### src/sv/lqbm_pkg.sv
// shared constants and types for the linked queue buffer manager
`default_nettype none
package lqbm_pkg;

  localparam int POOL_SIZE = 512;
  localparam int IDX_W     = 9;
  localparam int ADDR_W    = $clog2(POOL_SIZE);
  localparam int LINK_W    = $clog2(POOL_SIZE + 1);

  localparam logic [LINK_W-1:0] LINK_NONE = LINK_W'(POOL_SIZE);
  localparam logic [LINK_W-1:0] FREE_TOP  = LINK_W'(POOL_SIZE - 1);
  localparam logic [ADDR_W-1:0] LAST_ADDR = ADDR_W'(POOL_SIZE - 1);

  typedef enum logic [1:0] {
    ACT_ALLOC   = 2'd0,
    ACT_RELEASE = 2'd1,
    ACT_APPEND  = 2'd2,
    ACT_TAKE    = 2'd3
  } action_t;

  typedef struct packed {
    logic init;
    logic accept;
    logic finish;
  } cmd_t;

  typedef struct packed {
    logic init_last;
    logic out_free;
  } status_t;

endpackage
`default_nettype wire

### src/sv/lqbm_ctrl.sv
// controller state machine: link clearing pass, request accept, result finish
`default_nettype none
module lqbm_ctrl
  import lqbm_pkg::*;
(
  input  wire logic    clk,
  input  wire logic    rst_n,
  input  wire logic    in_valid,
  output logic         in_ready,
  input  wire status_t status,
  output cmd_t         cmd
);

  typedef enum logic [1:0] {
    S_INIT,
    S_IDLE,
    S_EXEC
  } state_t;

  state_t state_r;
  state_t state_nxt;

  always_comb begin
    state_nxt  = state_r;
    cmd        = '0;
    in_ready   = 1'b0;
    unique case (state_r)
      S_INIT: begin
        cmd.init = 1'b1;
        if (status.init_last) begin
          state_nxt = S_IDLE;
        end
      end
      S_IDLE: begin
        in_ready = 1'b1;
        if (in_valid) begin
          cmd.accept = 1'b1;
          state_nxt  = S_EXEC;
        end
      end
      S_EXEC: begin
        if (status.out_free) begin
          cmd.finish = 1'b1;
          state_nxt  = S_IDLE;
        end
      end
      default: state_nxt = S_INIT;
    endcase
  end

  always_ff @(posedge clk) begin
    if (!rst_n) begin
      state_r <= S_INIT;
    end else begin
      state_r <= state_nxt;
    end
  end

endmodule
`default_nettype wire

### config.mk
export PLATFORM = sky130hd
export DESIGN_NAME = lqbm_ctrl
export DESIGN_NICKNAME = d
export VERILOG_FILES = /design/src/sv/lqbm_pkg.sv /design/src/sv/lqbm_ctrl.sv
export SDC_FILE = /design/constraint.sdc
export NUM_CORES = 1
export LEC_CHECK = 0
export BUFFER_PORTS_ARGS = -buffer_cell sky130_fd_sc_hd__buf_2
export CORE_AREA = 2 2 39 41
export CTS_BUF_LIST = sky130_fd_sc_hd__clkbuf_2 sky130_fd_sc_hd__clkbuf_4 sky130_fd_sc_hd__clkbuf_8
export CTS_CLUSTER_SIZE = 12
export DETAILED_ROUTE_END_ITERATION = 8
export DIE_AREA = 0 0 41 43
export PLACE_DENSITY_LB_ADDON = 0.3
export SLEW_MARGIN = 5
export SYNTH_ARGS = -nofsm -noshare
export SYNTH_HDL_FRONTEND = slang
export SYNTH_SLANG_ARGS = --single-unit
### constraint.sdc
create_clock -name clk -period 1.14 [get_ports clk]
set_input_delay 0.114 -clock clk [delete_from_list [all_inputs] [get_ports clk]]
set_output_delay 0.114 -clock clk [all_outputs]
set_load 0.02 [all_outputs]
# After elaboration in Yosys (flattened, before gate mapping)
# Cells that the tools add are included.
[totals]
reg_bits = 2
wordCells = 18
[classes]
n_eq_ne = 5
muxes = 10
reduce_logical = 2
[ops]
columns = ["op", "n"]
rows = [
  ["1-bit 2-to-1 mux", 6],
  ["2-bit 2-to-1 mux", 3],
  ["2-bit inequality test, second input constant", 3],
  ["2-bit one-hot mux with 3 select lines", 1],
  ["3-bit AND reduction", 1],
  ["2-bit by 1-bit equality test with 1-bit output, second input constant", 1],
  ["2-bit equality test, second input constant", 1],
  ["2-bit zero test", 1],
]

# Depth between registers and ports, before layout
[depth]
depth_word = 3
ltp_mapped = 2

# Least setup slack after synthesis
# OpenSTA, ideal clock, no wires.
[synth_timing]
kind = "register to register"
startpoint = "reg state_r[1]"
endpoint = "reg state_r[0]"
setup_time_ns = 0.116
arrival_time_ns = 0.874
required_time_ns = 1.024
slack_ns = 0.150
stages_incl_launch_ff = 3
path_buffers = 0
path_cell_list = "dfxtp_1 mux2_4 o211a_1"
[synth_between]
elab_chain_len = 3
word_cells_on_any_way = 8
cone_classes = "eq/ne: 5; mux: 1; reduce/logical: 2"
[synth_lines]
columns = ["item", "line_no", "text"]
rows = [
  ["from (decl)", "lqbm_ctrl.sv:20", "state_t state_r;"],
  ["from (signal assigned)", "lqbm_ctrl.sv:55", "state_r <= state_nxt;"],
  ["2-bit equality test (tied with other cells)", "lqbm_ctrl.sv:27", "unique case (state_r)"],
  ["2-bit inequality test (no line)", "n/a", ""],
  ["3-bit AND reduction (no line)", "n/a", ""],
]
# Several ways; a longest one is shown, not always the timed one.
# A chain may end at the register's enable or synchronous reset.

==> flow_summary.json <==
{
  "crit_slowest_cell": "dfxtp_2",
  "async_flop_share": 0,
  "whs_path_depth": 2,
  "root_buffer": "clkbuf_4",
  "yosysTopAreaCell": "dfxtp_1",
  "power.density_mw_per_mm2": 1449,
  "cp.required_ns": 1.03,
  "endpoint_kind": "primary output",
  "cp_cell_sequence": "and3b_2, buf_2",
  "worstPathMaxFanout": 7,
  "synthesis.nets": 17,
  "critPathTopFamily": "flip-flops",
  "tightest_slew_ns": 0.1562,
  "max_stage_delay_ns": 0.37,
  "first_global_vias": 124,
  "grt.total_usage": 0.05005,
  "syn2layout_area_growth_pct": 73.91,
  "synthTopCellsByCount": "dfxtp_1, nor2_1",
  "maxSlewViolCount": 0,
  "ys_ff_latch": 2,
  "htree_levels": 1,
  "irDropWorstVdd_v": 0.0006748,
  "vias_per_cell": 3.205,
  "cts_sinks": 2,
  "ys_types": 10,
  "syn_inst": 12,
  "synth_top_area_frac": 0.3478,
  "path_clk_slew_ns": 0.03,
  "synth_flop_cell": "dfxtp_1",
  "grt_antenna_before_repair": 0,
  "coreArea_mm2": 0.001384,
  "final_layout_size_suffix_gt1_frac": 0.6957,
  "worst_hold_path_type": "input pin to flip-flop",
  "num_vias": 125,
  "post-route-drc-count": 0,
  "rsz0062_at_grt": "false",
  "top_register": "state_r",
  "groute.layer.met1.usage": 0.05732,
  "drv_cap": 0,
  "criticalPathCategory": "flip-flop to primary output",
  "netlist_area_um2": 115.1,
  "cts_buffers": 3,
  "arrival_ns": 0.97,
  "initial_core_util": 0.08318,
  "crit_cells": 2,
  "fp.dieH_um": 43,
  "fp-row-count": 14,
  "fin_crit_ns": 1.087,
  "clk_path_buf_depth": 2,
  "fmax_ghz": 0.9198,
  "period_share": 0.9537,
  "grt_pass1_wl_um": 510,
  "die_x_um": 41,
  "grt_max_degree": 8,
  "antenna_left": 0,
  "busiest_layer": "met3",
  "grt_overflow": 0,
  "place.gp.congestion": 0.5927,
  "wl_um": 296,
  "port_buffers": 8,
  "outcome": "finished, final reports clean",
  "hold_viol": 0,
  "synth-edff-count": 0,
  "reg_top3": "state_r x2",
  "clkLatencyLatePin_ns": 0.22,
  "clock_skew_ns": 0.001656,
  "syn_area_per_cell_um2": 9.593,
  "cts_tree": "done",
  "whs_ns": 0.1153,
  "largest_reg_flops": 2,
  "path_buf_inv": 1,
  "met2_usage": 0.04063,
  "io_pins": 9,
  "wire_per_inst_um": 7.590,
  "ys_seq_area_frac": 0.3478,
  "dr.first_iter.drc_count": 3,
  "final_net_count": 30,
  "setup_viol": 0,
  "use_met3": 0.06806,
  "fin_tns_setup_ns": 0,
  "cts_hold_buf": 0,
  "relSlewSlack": 0.8956,
  "dr.pass1.iters": 2,
  "die_area_mm2": 0.001763,
  "ys_warn_count": 0,
  "netlist_top_cells_area": "dfxtp_1, mux2_4, and3b_2",
  "worstRegToRegCells": 2,
  "leakagePower_uw": 0.0001029,
  "start_kind": "flip-flop",
  "n_antenna_cell": 0
}
through the flow:
stage | power, µW | util | cells | cell area [µm²] | worst slack [ns]
floorplan | 116.9 | - | 12 | 115.1 | 0.1501
global placement | 139.3 | 0.1266 | 36 | 175.2 | 0.09698
detailed placement | 139.0 | 0.1266 | 36 | 175.2 | 0.1007
CTS | 301.9 | 0.1438 | 39 | 198.9 | 0.002147
global route | 322.3 | 0.1447 | 39 | 200.2 | 0.01068
finish | 290.2 | 0.1447 | 39 | 200.2 | 0.05282
what timing repair did:
action                                  4_1_cts  5_1_grt
hold endpoints to repair                      0        0
setup buffers                                 0        0
resized for setup                             1        1
pin swaps                                     0        0
endpoints found under the setup margin        2        1
metal layers:
| metal | routed length (µm) | share of wire |
|---|---|---|
| met2 | 66 | 0.22 |
| met3 | 67 | 0.23 |
| met5 | 0 | 0 |
| met1 | 162 | 0.55 |
| met4 | 0 | 0 |
layout by cell type (no fill, tap or decap):
cell      count
and2b_2       1
nand2_1       1
o21a_1        1
clkbuf_4      3
o211a_1       1
o21ai_0       1
mux2_4        1
nor3b_1       1
and3b_2       1
dfxtp_2       2
buf_2         8
nor2_1        2
report_power, final:
part | switching [µW] | total, µW | internal (µW)
logic | 27.0 | 53.5 | 26.6
clock network | 35.7 | 151 | 116
registers | 8.19 | 85.3 | 77.1
final cells by class:
cell class | count | area, µm²
multi-input combinational | 10 | 75.07
tap | 16 | 20.02
timing repair buffer | 8 | 40.04
sequential | 2 | 42.54
fill | 153 | 1184
clock buffer | 3 | 22.52
worst paths after layout:
path	start	end	slack (ns)
max	state_r[1]	cmd[1]	0.05
max reg2reg	state_r[1]	state_r[0]	0.16
min reg2reg	state_r[0]	state_r[0]	0.56
min	rst_n	state_r[1]	0.12
kinds of logic after synthesis:
group | after synthesis | synth area share
compound gates | 3 | 0.1956
flops | 2 | 0.3478
mux | 1 | 0.1304
simple gates | 6 | 0.3261
No activity file was read; power rests on OpenSTA's default activity.
